<file path="src/rtl/core/tcw_pkg.sv">
`timescale 1ns / 1ps
`default_nettype none
// ----------------------------------------------------------------------------
// tcw_pkg
// Shared types and constants of the text console writer: screen geometry,
// command and character codes, request, result and cursor control types.
// ----------------------------------------------------------------------------
package tcw_pkg;

    localparam int COLUMNS    = 80;
    localparam int ROWS       = 25;
    localparam int CELL_COUNT = COLUMNS * ROWS;

    localparam int COL_W  = $clog2(COLUMNS);
    localparam int ROW_W  = $clog2(ROWS);
    localparam int ADDR_W = $clog2(CELL_COUNT);
    localparam int CNT_W  = $clog2(CELL_COUNT + 1);

    localparam int CURSOR_W = 11;
    localparam int CELL_W   = 16;

    localparam logic [7:0] CHAR_BACKSPACE = 8'd27;
    localparam logic [7:0] CHAR_NEWLINE   = 8'd10;
    localparam logic [7:0] CHAR_SPACE     = 8'd32;
    localparam logic [7:0] ATTR_RESET     = 8'd8;

    typedef enum logic [1:0] {
        CMD_PUT   = 2'd0,
        CMD_SET   = 2'd1,
        CMD_CLEAR = 2'd2,
        CMD_READ  = 2'd3
    } cmd_e_t;

    typedef struct packed {
        cmd_e_t     cmd;
        logic [7:0] char_code;
        logic [6:0] column;
        logic [4:0] row;
    } request_t;

    typedef struct packed {
        logic [CURSOR_W-1:0] cursor_pos;
        logic [7:0]          cell_char;
        logic [7:0]          cell_attr;
    } result_t;

    typedef struct packed {
        logic [7:0] attr;
        logic [7:0] code;
    } cell_t;

    typedef enum logic [2:0] {
        CUR_HOLD,
        CUR_SET,
        CUR_BACK,
        CUR_NEWLINE,
        CUR_ADVANCE
    } cur_op_t;

    typedef struct packed {
        cur_op_t    op;
        logic [6:0] set_col;
        logic [4:0] set_row;
    } cursor_ctl_t;

    typedef struct packed {
        logic [ADDR_W-1:0] lin;
        logic [ROW_W-1:0]  row;
        logic [COL_W-1:0]  col;
        logic              scroll;
    } cursor_stat_t;

endpackage : tcw_pkg
`default_nettype wire

</file>
<file path="src/rtl/core/tcw_cursor.sv">
`timescale 1ns / 1ps
`default_nettype none
// ----------------------------------------------------------------------------
// tcw_cursor
// Cursor unit: keeps the linear position together with row and column,
// applies set, step back, newline and advance, and flags a scroll.
// ----------------------------------------------------------------------------
module tcw_cursor (
    input  wire logic                  clk,
    input  wire logic                  rst_n,
    input  wire tcw_pkg::cursor_ctl_t  ctl,
    output tcw_pkg::cursor_stat_t      stat
);

    localparam int COLS   = tcw_pkg::COLUMNS;
    localparam int ROWS   = tcw_pkg::ROWS;
    localparam int COL_W  = tcw_pkg::COL_W;
    localparam int ROW_W  = tcw_pkg::ROW_W;
    localparam int ADDR_W = tcw_pkg::ADDR_W;

    localparam logic [COL_W-1:0]  COL_LAST  = COL_W'(COLS - 1);
    localparam logic [ROW_W-1:0]  ROW_LAST  = ROW_W'(ROWS - 1);
    localparam logic [ADDR_W-1:0] LAST_HOME = ADDR_W'((ROWS - 1) * COLS);

    logic [ADDR_W-1:0] lin_reg, lin_next;
    logic [ROW_W-1:0]  row_reg, row_next;
    logic [COL_W-1:0]  col_reg, col_next;
    logic              scroll;
    logic [COL_W-1:0]  set_c;
    logic [ROW_W-1:0]  set_r;

    always_comb
    begin
        set_c = (32'(ctl.set_col) > COLS - 1) ? COL_LAST : COL_W'(ctl.set_col);
        set_r = (32'(ctl.set_row) > ROWS - 1) ? ROW_LAST : ROW_W'(ctl.set_row);
        lin_next = lin_reg;
        row_next = row_reg;
        col_next = col_reg;
        scroll   = 1'b0;
        unique case (ctl.op)
            tcw_pkg::CUR_SET:
            begin
                row_next = set_r;
                col_next = set_c;
                lin_next = ADDR_W'(32'(set_r) * COLS + 32'(set_c));
            end
            tcw_pkg::CUR_BACK:
            begin
                if (lin_reg != '0)
                begin
                    lin_next = lin_reg - ADDR_W'(1);
                    if (col_reg == '0)
                    begin
                        col_next = COL_LAST;
                        row_next = row_reg - ROW_W'(1);
                    end
                    else
                    begin
                        col_next = col_reg - COL_W'(1);
                    end
                end
            end
            tcw_pkg::CUR_NEWLINE:
            begin
                col_next = '0;
                if (row_reg == ROW_LAST)
                begin
                    scroll   = 1'b1;
                    lin_next = LAST_HOME;
                end
                else
                begin
                    row_next = row_reg + ROW_W'(1);
                    lin_next = lin_reg + ADDR_W'(COLS) - ADDR_W'(col_reg);
                end
            end
            tcw_pkg::CUR_ADVANCE:
            begin
                if (col_reg == COL_LAST)
                begin
                    col_next = '0;
                    if (row_reg == ROW_LAST)
                    begin
                        scroll   = 1'b1;
                        lin_next = LAST_HOME;
                    end
                    else
                    begin
                        row_next = row_reg + ROW_W'(1);
                        lin_next = lin_reg + ADDR_W'(1);
                    end
                end
                else
                begin
                    col_next = col_reg + COL_W'(1);
                    lin_next = lin_reg + ADDR_W'(1);
                end
            end
            default:
            begin
                lin_next = lin_reg;
            end
        endcase
    end

    always_ff @(posedge clk or negedge rst_n)
    begin
        if (!rst_n)
        begin
            lin_reg <= '0;
            row_reg <= '0;
            col_reg <= '0;
        end
        else
        begin
            lin_reg <= lin_next;
            row_reg <= row_next;
            col_reg <= col_next;
        end
    end

    assign stat.lin    = lin_reg;
    assign stat.row    = row_reg;
    assign stat.col    = col_reg;
    assign stat.scroll = scroll;

endmodule : tcw_cursor
`default_nettype wire

</file>
<file path="config.mk">
export PLATFORM = sky130hd
export DESIGN_NAME = tcw_cursor
export DESIGN_NICKNAME = d
export VERILOG_FILES = /design/src/rtl/core/tcw_pkg.sv /design/src/rtl/core/tcw_cursor.sv
export SDC_FILE = /design/constraint.sdc
export NUM_CORES = 1
export LEC_CHECK = 0
export ABC_AREA = 1
export BUFFER_PORTS_ARGS = -buffer_cell sky130_fd_sc_hd__buf_2
export CORE_UTILIZATION = 50
export CTS_CLUSTER_SIZE = 40
export DETAILED_ROUTE_END_ITERATION = 8
export GPL_TIMING_DRIVEN = 0
export HOLD_SLACK_MARGIN = 0.08
export MAX_ROUTING_LAYER = met4
export PLACE_DENSITY = 0.7
export SLEW_MARGIN = 20
export SYNTH_ARGS = -nofsm -noshare
export SYNTH_HDL_FRONTEND = slang
export SYNTH_SLANG_ARGS = --single-unit
</file>
<file path="constraint.sdc">
create_clock -name clk -period 2.56 [get_ports clk]
set_input_delay 0.128 -clock clk [delete_from_list [all_inputs] [get_ports clk]]
set_output_delay 0.128 -clock clk [all_outputs]
set_load 0.1 [all_outputs]
</file>
==> results of run 1 <==
-- final cells by class --
type	instances	area [sq um]	share of cell area, %
well taps	77	96.34	2.636
clock inverters	1	7.507	0.2054
repair buffers	41	210.2	5.751
multi-input cells	393	2318	63.44
flip-flops and latches	23	586.8	16.06
clock buffers	3	41.29	1.130
inverters	79	305.3	8.353
plain buffers	12	88.84	2.431
-- worst max-delay path by stage --
stage | from | endpoint | slack [ns] | cells after the start
after global placement | ctl[4] | lin_reg[10]$_DFFE_PN0P_ | 0.13 | 16
final | lin_reg[0]$_DFFE_PN0P_ | lin_reg[7]$_DFFE_PN0P_ | 0.17 | 15
after floorplan | lin_reg[2]$_DFFE_PN0P_ | lin_reg[5]$_DFFE_PN0P_ | 0.05 | 9
after CTS | lin_reg[0]$_DFFE_PN0P_ | lin_reg[7]$_DFFE_PN0P_ | 0.20 | 15
after global routing | col_reg[3]$_DFFE_PN0P_ | lin_reg[6]$_DFFE_PN0P_ | 0.02 | 11
after detailed placement | ctl[0] | lin_reg[10]$_DFFE_PN0P_ | 0.06 | 16
-- Yosys cell counts (2+ instances only) --
master	count	area [sq um]
a21oi_1	26	130.1
a21oi_2	2	17.52
a22oi_1	2	15.01
a31oi_1	3	18.77
buf_2	2	10.01
buf_4	3	22.52
buf_6	4	45.04
clkbuf_1	3	11.26
dfrtp_1	23	575.6
fa_1	4	80.08
ha_1	37	462.9
inv_1	71	266.5
inv_2	5	18.77
nand2_1	123	461.7
nand2_2	5	31.28
nand3_1	46	230.2
nand3_2	2	20.02
nand4_1	7	43.79
nor2_1	52	195.2
nor2_2	6	37.54
nor3_1	5	25.02
o211ai_1	6	45.04
o21ai_0	23	115.1
o21ai_1	7	35.03
o21ai_2	2	17.52
o22ai_1	4	25.02
xnor2_1	6	52.55
xor2_1	15	131.4
-- through the flow --
stage	utilization (%)	setup slack, ns
after floorplan	-	0.05113
after global placement	56.63	0.1285
after detailed placement	56.63	0.05954
after CTS	57.56	0.1991
after global routing	57.56	0.02298
final	57.56	0.1731
-- critical path: cells and delay by family, from the launching register on --
kind / cells / cell delay, ns
adders and majority gates: 3 / 0.83
and+or+nand+nor: 10 / 0.74
DFF: 1 / 0.48
buffers and inverters: 2 / 0.23
-- where the power goes --
| group | internal [uW] | total (uW) | switching [uW] | leakage, uW |
|---|---|---|---|---|
| registers | 456 | 613 | 156 | 0.000259 |
| logic | 653 | 2300 | 1650 | 0.00167 |
| clock network | 111 | 254 | 144 | 0.0000217 |
-- logic make-up after synthesis --
kind of cell / count (synthesis)
buffers and inverters: 91
AOI/OAI and AO/OA: 78
xor gates and xnor gates: 21
and+or+nand+nor: 253
DFF: 23
adders and majority gates: 41
-- per-layer routing --
layer,share of wire (%),wire [microns],GRT usage (%),up-vias
li1,-,-,-,1725
met1,43,3853,34.33,1585
met2,48,4385,48.06,127
met3,6.3,570,2.386,18
met4,2.6,239,11.29,0
met5,0,0,-,-
==> reports/qor.txt, run 1 <==
Status: complete, no violations
Synth warn: 0
Hold Crit Class: input pin to flip-flop
Clk_skew: 0.005825 ns
Cts bufs inserted: 3
Total power: 3167 uW
Slew HR: 60.71%
Largest family of logic cells by synthesized area: simple AND/OR/NAND/NOR gates
Final Hold Viols: 0
Max Cap Violations: 0
Number of global-route vias before repair: 3358
Synth Flop Type: dfrtp_1
Core ar.: 6350 sq um
Final GP Congestion: 0.9309
# H-tree levels: 1
Simple-Gate Fraction of Synth Area: 34.55%
Post-DRT Antenna Nets: 0
Worst skew pair latency: 0.28 ns
Largest register FFs: 11
Post-DP HPWL: 7277 microns
Synth Instances: 507
Non-Filler Instances: 629
Worst-path clk slew: 0.10 ns
Share of layout cells above drive strength 1: 17.39%
Asr flop ratio synth: 100.0%
Hold path depth: 3
DRC: 0
Postcts setup bufs: 0
Most frequent cells in the layout: nand2_1, inv_1, nor2_1
Power Density: 866.4 nW/um^2
Final setup TNS: 0 ns
Initial drt markers: 225
Pin count of the biggest net entering global routing: 24
Critical path class: flip-flop to flip-flop
Synth Area in Adders: 16.51%
TritonRoute pass-1 iters: 4
Post-Synth XOR/XNOR Area: 5.594%
Post-Syn Area: 3288 sq um
Congestion Overflow GR: 0
Multiplexer share of the synthesized area: 0%
Die width: 83.10 microns
Yosys reg bits: 23
Post-synthesis sequential area ratio: 17.50%
Critical path's most frequent cell: nand2_1
Post-CTS Resized: 0
Fillers: 640
Syn Nets: 565
Cell total after placement: 624
Hold Slack: 0.1366 ns
Routed len/inst: 14.39 microns
Leak Pwr: 0.001954 uW
Final period util: 93.24%
Worst reg2reg path endpoint: lin_reg[7]$_DFFE_PN0P_
Initial Util: 51.78%
RSZ-0062 raised after global routing: false
Min cycle time layout: 2.387 ns
Reg2reg setup slack: 0.17 ns
Initial antenna violation count: 0
Max Fclk: 419.0 MHz
Crit. End Element: flip-flop
Critical Path, Cell by Cell: inv_1 -> ha_1 -> inv_1 -> ha_1 -> fa_1 -> nand3_1 -> nand2_1 -> nand2_1 -> nand3_1 -> nand2_1 -> nand3_1 -> nand2_1 -> nand2_1 -> nand2_1 -> nand2_1
Number of setup violations in the final report: 0
FF-to-FF Start: lin_reg[0]$_DFFE_PN0P_
Slowest CP cell: dfrtp_2
Die Height: 83.10 microns
Via count: 3455
Hold_buf cts: 1
Rows: 29
Worst path required time: 2.73 ns
Vias/cell: 5.493
Antenna cells: 0
Die ar.: 6905 sq um
Area delta synth->final: 11.15%
Clock sinks: 23
WL final: 9049 microns
Synth cell types: 41
WHS Endpoint: row_reg[3]$_DFFE_PN0P_
Dpl cell area: 3596 sq um
Post-route cell area: 3655 sq um
Critical path launch point type: flip-flop
Maximum root-to-sink buffer count: 2
Cells on worst reg2reg path: 15
Critical path arrival: 2.56 ns
Worst VDD drop: 604.1 uV
Fin nets: 611
Most common cell after layout, fill and taps aside: nand2_1
Hold_sp: ctl[3]
Port Buffer Count: 40
Root Driver: clkbuf_8
Synth Area in Compound Gates: 13.85%
CTS tree: done
Number of synthesized flops with an enable pin: 0
First-pass GRT wire length: 15260 microns
Syn_area_per_cell: 6.486 sq um
Slowest stage delay, CP: 0.48 ns
Max Fanout on Critical Path: 7
Gr usage total: 28.15%
Worst-margin pin slew: 0.5894 ns
Final Slew Violations: 0
IO Pins: 41
Note: power is estimated with default switching activity, not from simulation.
==> run 2: changes to the inputs <==
ABC_AREA = unset   (was 1)
PLACE_DENSITY = 0.71   (was 0.7)
clock period = 3.1 ns   (was 2.56 ns; I/O delays follow)
==> reports/qor.txt, run 2 <==
Initial antenna violation count: 0 (unchanged)
Number of synthesized flops with an enable pin: 0 (unchanged)
Share of layout cells above drive strength 1: 20.14% (+2.7 points)
Crit. End Element: flip-flop
Initial Util: 52.14% (+0.36 points)
Core ar.: 5956 sq um (-6.2%)
Port Buffer Count: 39 (-2.5%)
Top-count cell post-synth: ha_1
Fin nets: 496 (-19%)
First-pass GRT wire length: 14150 microns (-7.2%)
Synth warn: 0 (unchanged)
Reg2reg setup slack: 0.19 ns (about the same)
Met2 usage: 46.89% (-1.2 points)
Synth cell types: 67 (+63%)
Worst skew pair latency: 0.28 ns (about the same)
Post-CTS Resized: 0 (unchanged)
Largest register FFs: 11 (unchanged)
Most common cell after layout, fill and taps aside: buf_2
Max Cap Violations: 0 (unchanged)
Syn Nets: 451 (-20%)
Postcts setup bufs: 0 (unchanged)
Maximum root-to-sink buffer count: 2 (unchanged)
Via count: 3171 (-8.2%)
Rows: 28 (-3.4%)
Root Driver: clkbuf_8
Area leader, netlist: dfrtp_1
Post-Synth XOR/XNOR Area: 6.487% (+0.89 points)
Dpl cell area: 3411 sq um (-5.1%)
Largest family of logic cells by synthesized area: compound AO/OA/AOI/OAI gates
GR Layer Usage met1: 36.94% (+2.6 points)
Post-route cell area: 3466 sq um (-5.2%)
Synth Area in Adders: 17.49% (+0.97 points)
WL final: 8841 microns (-2.3%)
RSZ-0062 raised after global routing: false
Die width: 80.81 microns (-2.7%)
IO Pins: 41 (unchanged)
Min cycle time layout: 2.913 ns (+0.5264 ns)
Slew HR: 42.29% (-18 points)
Congestion Overflow GR: 0 (unchanged)
Cts bufs inserted: 3 (unchanged)
Number of global-route vias before repair: 2980 (-11%)
Hold Crit Class: input pin to flip-flop
Die Height: 80.81 microns (-2.7%)
Top cells by count, synth: ha_1, nor2_1, nand2_1
Synth Instances: 393 (-22%)
Max Fclk: 343.3 MHz (-18%)
Routed len/inst: 17.27 microns (+20%)
Post-Syn Area: 3105 sq um (-5.6%)
Antenna cells: 0 (unchanged)
Pin count of the biggest net entering global routing: 24 (unchanged)
Multiplexer share of the synthesized area: 0.6446% (+0.64 points)
Worst-margin pin slew: 0.8585 ns (+0.2691 ns)
Number of setup violations in the final report: 0 (unchanged)
Register Area: 585.6 sq um (-0.21%)
Multi-input gate area: 2326 sq um (+0.32%)
Initial drt markers: 284 (+26%)
Final GP Congestion: 0.9138 (-1.8%)
Critical path launch point type: flip-flop
Fillers: 577 (-9.8%)
Post-DRT Antenna Nets: 0 (unchanged)
Worst VDD drop: 466.9 uV (-23%)
Power Density: 888.6 nW/um^2 (+2.6%)
Worst-path clk slew: 0.10 ns (about the same)
CTS tree: done
Leak Pwr: 0.001519 uW (-22%)
Met3 Usage GRT: 2.697% (+0.31 points)
TritonRoute pass-1 iters: 6 (+2)
Status: complete, no violations
# H-tree levels: 1 (unchanged)
Max Fanout on Critical Path: 4 (-3)
Clock sinks: 23 (unchanged)
Most frequent cells in the layout: buf_2, ha_1, nor2_1
Die ar.: 6530 sq um (-5.4%)
Critical path class: flip-flop to flip-flop
Gr usage total: 28.76% (+0.62 points)
Vias/cell: 6.193 (+13%)
Area delta synth->final: 11.60%
Top post-synthesis cells by area: dfrtp_1, ha_1, xnor2_1
Simple-Gate Fraction of Synth Area: 22.12% (-12 points)
Synth Flop Type: dfrtp_1
Share of the synthesized area in the top cell type: 18.53% (+1.0 points)
Worst path required time: 3.26 ns (+0.53 ns)
Syn_area_per_cell: 7.902 sq um (+22%)
Total power: 3080 uW (-2.7%)
Asr flop ratio synth: 100.0% (unchanged)
Post-DP HPWL: 6976 microns (-4.1%)
Clk_skew: 0.003551 ns (-0.002274 ns)
DRC: 0 (unchanged)
Synth Area in Compound Gates: 27.96% (+14 points)
Critical path arrival: 3.08 ns (+0.52 ns)
Post-synthesis sequential area ratio: 18.53% (+1.0 points)
Final Hold Viols: 0 (unchanged)
Yosys reg bits: 23 (unchanged)
Final period util: 93.98% (+0.74 points)
Final Slew Violations: 0 (unchanged)
GR peak layer: met2
## run 2: cell types whose count changed after synthesis, moves of 7 or more
cell,before,now
nand2_1,123,32
inv_1,71,25
nand3_1,46,12
nor2_1,52,36
xnor2_1,6,18
nor2b_1,0,10
xor2_1,15,5
o21ai_0,23,30
## run 2: layout make-up
cell class | count | share of cell area, %
Clock buffer | 4 | 1.300
Multi-Input combinational cell | 325 | 67.11
Tap cell | 75 | 2.708
Sequential cell | 23 | 16.90
Inverter | 25 | 2.708
Buffer | 20 | 3.357
Timing Repair Buffer | 40 | 5.921
## run 2: power by group
group          total (uW)  leakage (uW)  internal (uW)  switching, uW
registers             564      0.000266            397            168
logic                2310       0.00123            727           1580
clock network         205     0.0000228           92.3            113
## run 2: metrics by stage
step	hold WS, ns	std cells	utilization [%]	worst slack (ns)	TNS, ns
finish	0.2237	512	58.19	0.1867	0
global route	0.2627	512	58.19	0.06125	0
CTS	0.2283	512	58.19	0.1890	0
detailed placement	0.1896	507	57.27	0.2057	0
global placement	0.1706	507	57.16	0.2242	0
floorplan	-0.1406	393	-	-0.001653	-0.001653
## run 2: final timing paths
check,start,cells after the start,end
max,col_reg[1]$_DFFE_PN0P_,10,lin_reg[9]$_DFFE_PN0P_
min,ctl[3],3,row_reg[3]$_DFFE_PN0P_
max reg2reg,col_reg[1]$_DFFE_PN0P_,10,lin_reg[9]$_DFFE_PN0P_
min reg2reg,row_reg[3]$_DFFE_PN0P_,2,row_reg[3]$_DFFE_PN0P_
max in group asynchronous,rst_n,2,col_reg[5]$_DFFE_PN0P_
min in group asynchronous,rst_n,2,lin_reg[2]$_DFFE_PN0P_
## run 2: cell families after synthesis
kind of cell             count (synthesis)
adder cells (fa/ha/maj)                 41
AND/OR/NAND/NOR                        133
flip-flops                              23
multiplexers                             2
buffers and inverters                   45
AO/OA/AOI/OAI                          126
XOR/XNOR                                23
## run 2: per-layer routing
metal,wire [microns],up-vias
li1,-,1515
met1,3914,1483
met2,4122,148
met3,531,25
met4,272,0
met5,0,-
## run 2: what timing repair did
| item | in CTS | in global routing |
|---|---|---|
| endpoints found under the hold margin | 23 | 0 |
| endpoints found under the setup margin | 0 | 0 |
| hold buffers | 1 | 0 |
## run 2: critical path: stages, from the launching register on
cell	delay (ns)
dfrtp_2	0.44
inv_1	0.12
ha_1	0.25
ha_1	0.25
fa_1	0.42
a21o_1	0.19
a211o_1	0.29
a21oi_1	0.22
a21oi_1	0.12
mux2i_1	0.14
a221o_1	0.36
==> run 3: changes to the inputs <==
CELL_PAD_IN_SITES_DETAIL_PLACEMENT = 0   (was unset)
CELL_PAD_IN_SITES_GLOBAL_PLACEMENT = 2   (was unset)
CORE_UTILIZATION = 38   (was 50)
CTS_BUF_LIST = sky130_fd_sc_hd__clkbuf_8   (was unset)
PLACE_DENSITY = unset   (was 0.71)
PLACE_DENSITY_LB_ADDON = 0.1   (was unset)
RECOVER_POWER = 50   (was unset)
==> reports/qor.txt, run 3 (synthesized netlist as in run 2, its figures left out) <==
Cells on worst reg2reg path: 10 (unchanged)
TritonRoute pass-1 iters: 4 (-2)
Worst-path clk slew: 0.10 ns (about the same)
IO Pins: 41 (unchanged)
Gr usage total: 23.73% (-5.0 points)
RSZ-0062 raised after global routing: false
Status: complete, no violations
Non-Filler Instances: 541 (+5.7%)
Final setup TNS: 0 ns (unchanged)
Number of global-route vias before repair: 2960 (-0.67%)
Vias/cell: 5.623 (-9.2%)
Switching share of power: 60.96% (+0.44 points)
CTS tree: done
Post-DRT Antenna Nets: 0 (unchanged)
Rows: 32 (+14%)
Switching power total: 1876 uW (+0.67%)
Clock sinks: 23 (unchanged)
Cell total after placement: 535 (+5.5%)
Congestion Overflow GR: 0 (unchanged)
Power Density: 881.3 nW/um^2 (-0.82%)
Initial Util: 39.78% (-12 points)
Leak Pwr: 0.001489 uW (-2.0%)
Max Cap Violations: 0 (unchanged)
Register Area: 585.6 sq um (unchanged)
Max Fclk: 335.7 MHz (-2.2%)
Worst VDD drop: 440.5 uV (-5.7%)
Max Fanout on Critical Path: 4 (unchanged)
Pin count of the biggest net entering global routing: 24 (unchanged)
Die ar.: 8538 sq um (+31%)
Port Buffer Count: 39 (unchanged)
Via count: 3042 (-4.1%)
Critical path class: flip-flop to flip-flop
Maximum root-to-sink buffer count: 2 (unchanged)
Final GP Congestion: 0.8259 (-9.6%)
Worst skew pair latency: 0.28 ns (about the same)
Largest register FFs: 11 (unchanged)
Critical path arrival: 3.14 ns (+0.06 ns)
First-pass GRT wire length: 15280 microns (+7.9%)
Hold_sp: ctl[3]
Cell Int Power: 1202 uW (-1.2%)
Clk_skew: 0.004655 ns (+0.001105 ns)
Worst reg2reg path endpoint: lin_reg[9]$_DFFE_PN0P_
Multi-input gate area: 2326 sq um (unchanged)
Worst path required time: 3.26 ns (about the same)
Clk pwr share: 6.8% (about the same)
Number of setup violations in the final report: 0 (unchanged)
Slew HR: 3.550% (-39 points)
Most common cell after layout, fill and taps aside: ha_1
Final period util: 96.10% (+2.1 points)
Sequential Power Share: 18.5% (+0.2 points)
Cts bufs inserted: 3 (unchanged)
Core ar.: 7807 sq um (+31%)
Slowest CP cell: dfrtp_2
Worst-margin pin slew: 1.447 ns (+0.5883 ns)
Area delta synth->final: 12.45%
FF-to-FF Start: col_reg[1]$_DFFE_PN0P_
Critical Path, Cell by Cell: inv_1 -> ha_1 -> ha_1 -> fa_1 -> a21o_1 -> a211o_1 -> a21oi_1 -> a21oi_1 -> mux2i_1 -> a221o_1
Crit. End Element: flip-flop
Fillers: 859 (+49%)
WHS Endpoint: row_reg[3]$_DFFE_PN0P_
Post-DP HPWL: 7616 microns (+9.2%)
WL final: 9713 microns (+9.9%)
Initial drt markers: 167 (-41%)
Postcts setup bufs: 0 (unchanged)
Final Hold Viols: 0 (unchanged)
Root Driver: clkbuf_8
Die Height: 92.40 microns (+14%)
Most frequent cells in the layout: ha_1, nor2_1, buf_2
Routed len/inst: 17.95 microns (+4.0%)
Final Core Density: 44.73% (-13 points)
DRC: 0 (unchanged)
Critical path launch point type: flip-flop
Hold Crit Class: input pin to flip-flop
Die width: 92.40 microns (+14%)
Slowest stage delay, CP: 0.44 ns (about the same)
Min cycle time layout: 2.979 ns (+0.06566 ns)
# H-tree levels: 1 (unchanged)
Share of layout cells above drive strength 1: 17.58% (-2.6 points)
Hold path depth: 3 (unchanged)
Reg2reg setup slack: 0.12 ns (-0.07 ns)
Fin nets: 497 (+0.20%)
Comb power frac: 74.7% (-0.3 points)
Final Slew Violations: 0 (unchanged)
Initial antenna violation count: 1 (+1)
-- run 3: power by group through the flow --
stage	registers (uW)	logic, uW	clock network, uW
after floorplan	1210	1190	0
after global placement	568	2290	0
after detailed placement	575	2300	0
after CTS	569	2310	221
after global routing	589	2500	226
final	568	2300	210
-- run 3: worst max path at each step --
stage | slack (ns) | endpoint | from
5_1_grt | 0.02 | lin_reg[9]$_DFFE_PN0P_ | col_reg[1]$_DFFE_PN0P_
6_report | 0.12 | lin_reg[9]$_DFFE_PN0P_ | col_reg[1]$_DFFE_PN0P_
3_3_place_gp | 0.17 | lin_reg[9]$_DFFE_PN0P_ | col_reg[1]$_DFFE_PN0P_
3_5_place_dp | 0.19 | lin_reg[10]$_DFFE_PN0P_ | ctl[4]
4_1_cts | 0.16 | lin_reg[9]$_DFFE_PN0P_ | col_reg[1]$_DFFE_PN0P_
2_1_floorplan | -0.002 | lin_reg[9]$_DFFE_PN0P_ | lin_reg[2]$_DFFE_PN0P_
-- run 3: per-stage QoR --
step,hold WS (ns),total power (uW),setup slack [ns],cell area [sq um]
finish,0.2279,3078,0.1210,3492
global route,0.2696,3319,0.01861,3492
CTS,0.2169,3100,0.1631,3506
detailed placement,0.2060,2871,0.1914,3450
global placement,0.1957,2857,0.1687,3438
floorplan,-0.1406,2401,-0.001653,3115
-- run 3: layout make-up --
type / instances / area share [%]
multi-input cells: 325 / 66.61
flip-flops and latches: 23 / 16.77
repair buffers: 41 / 5.554
well taps: 102 / 3.655
plain buffers: 20 / 3.332
inverters: 25 / 2.687
clock buffers: 3 / 1.182
clock inverters: 1 / 0.1433
diodes: 1 / 0.07166
-- run 3: metal layers --
layer	vias to the layer above	share of wire, %	global-route usage (%)
met2	76	45	38.33
met5	-	0	-
met4	0	1.4	5.469
met3	8	5.2	3.612
li1	1522	-	-
met1	1436	48	31.22
-- run 3: what timing repair did --
item,CTS,global route
resized for setup,0,0
hold buffers,1,0
hold endpoints to repair,23,0
-- run 3: worst max-delay path: cells and delay by family (launching register included) --
family                   cells  cell delay [ns]
multiplexers                 1             0.14
buffers and inverters        1             0.14
AO/OA/AOI/OAI                5             1.22
adder cells (fa/ha/maj)      3             0.93
flip-flops                   1             0.44
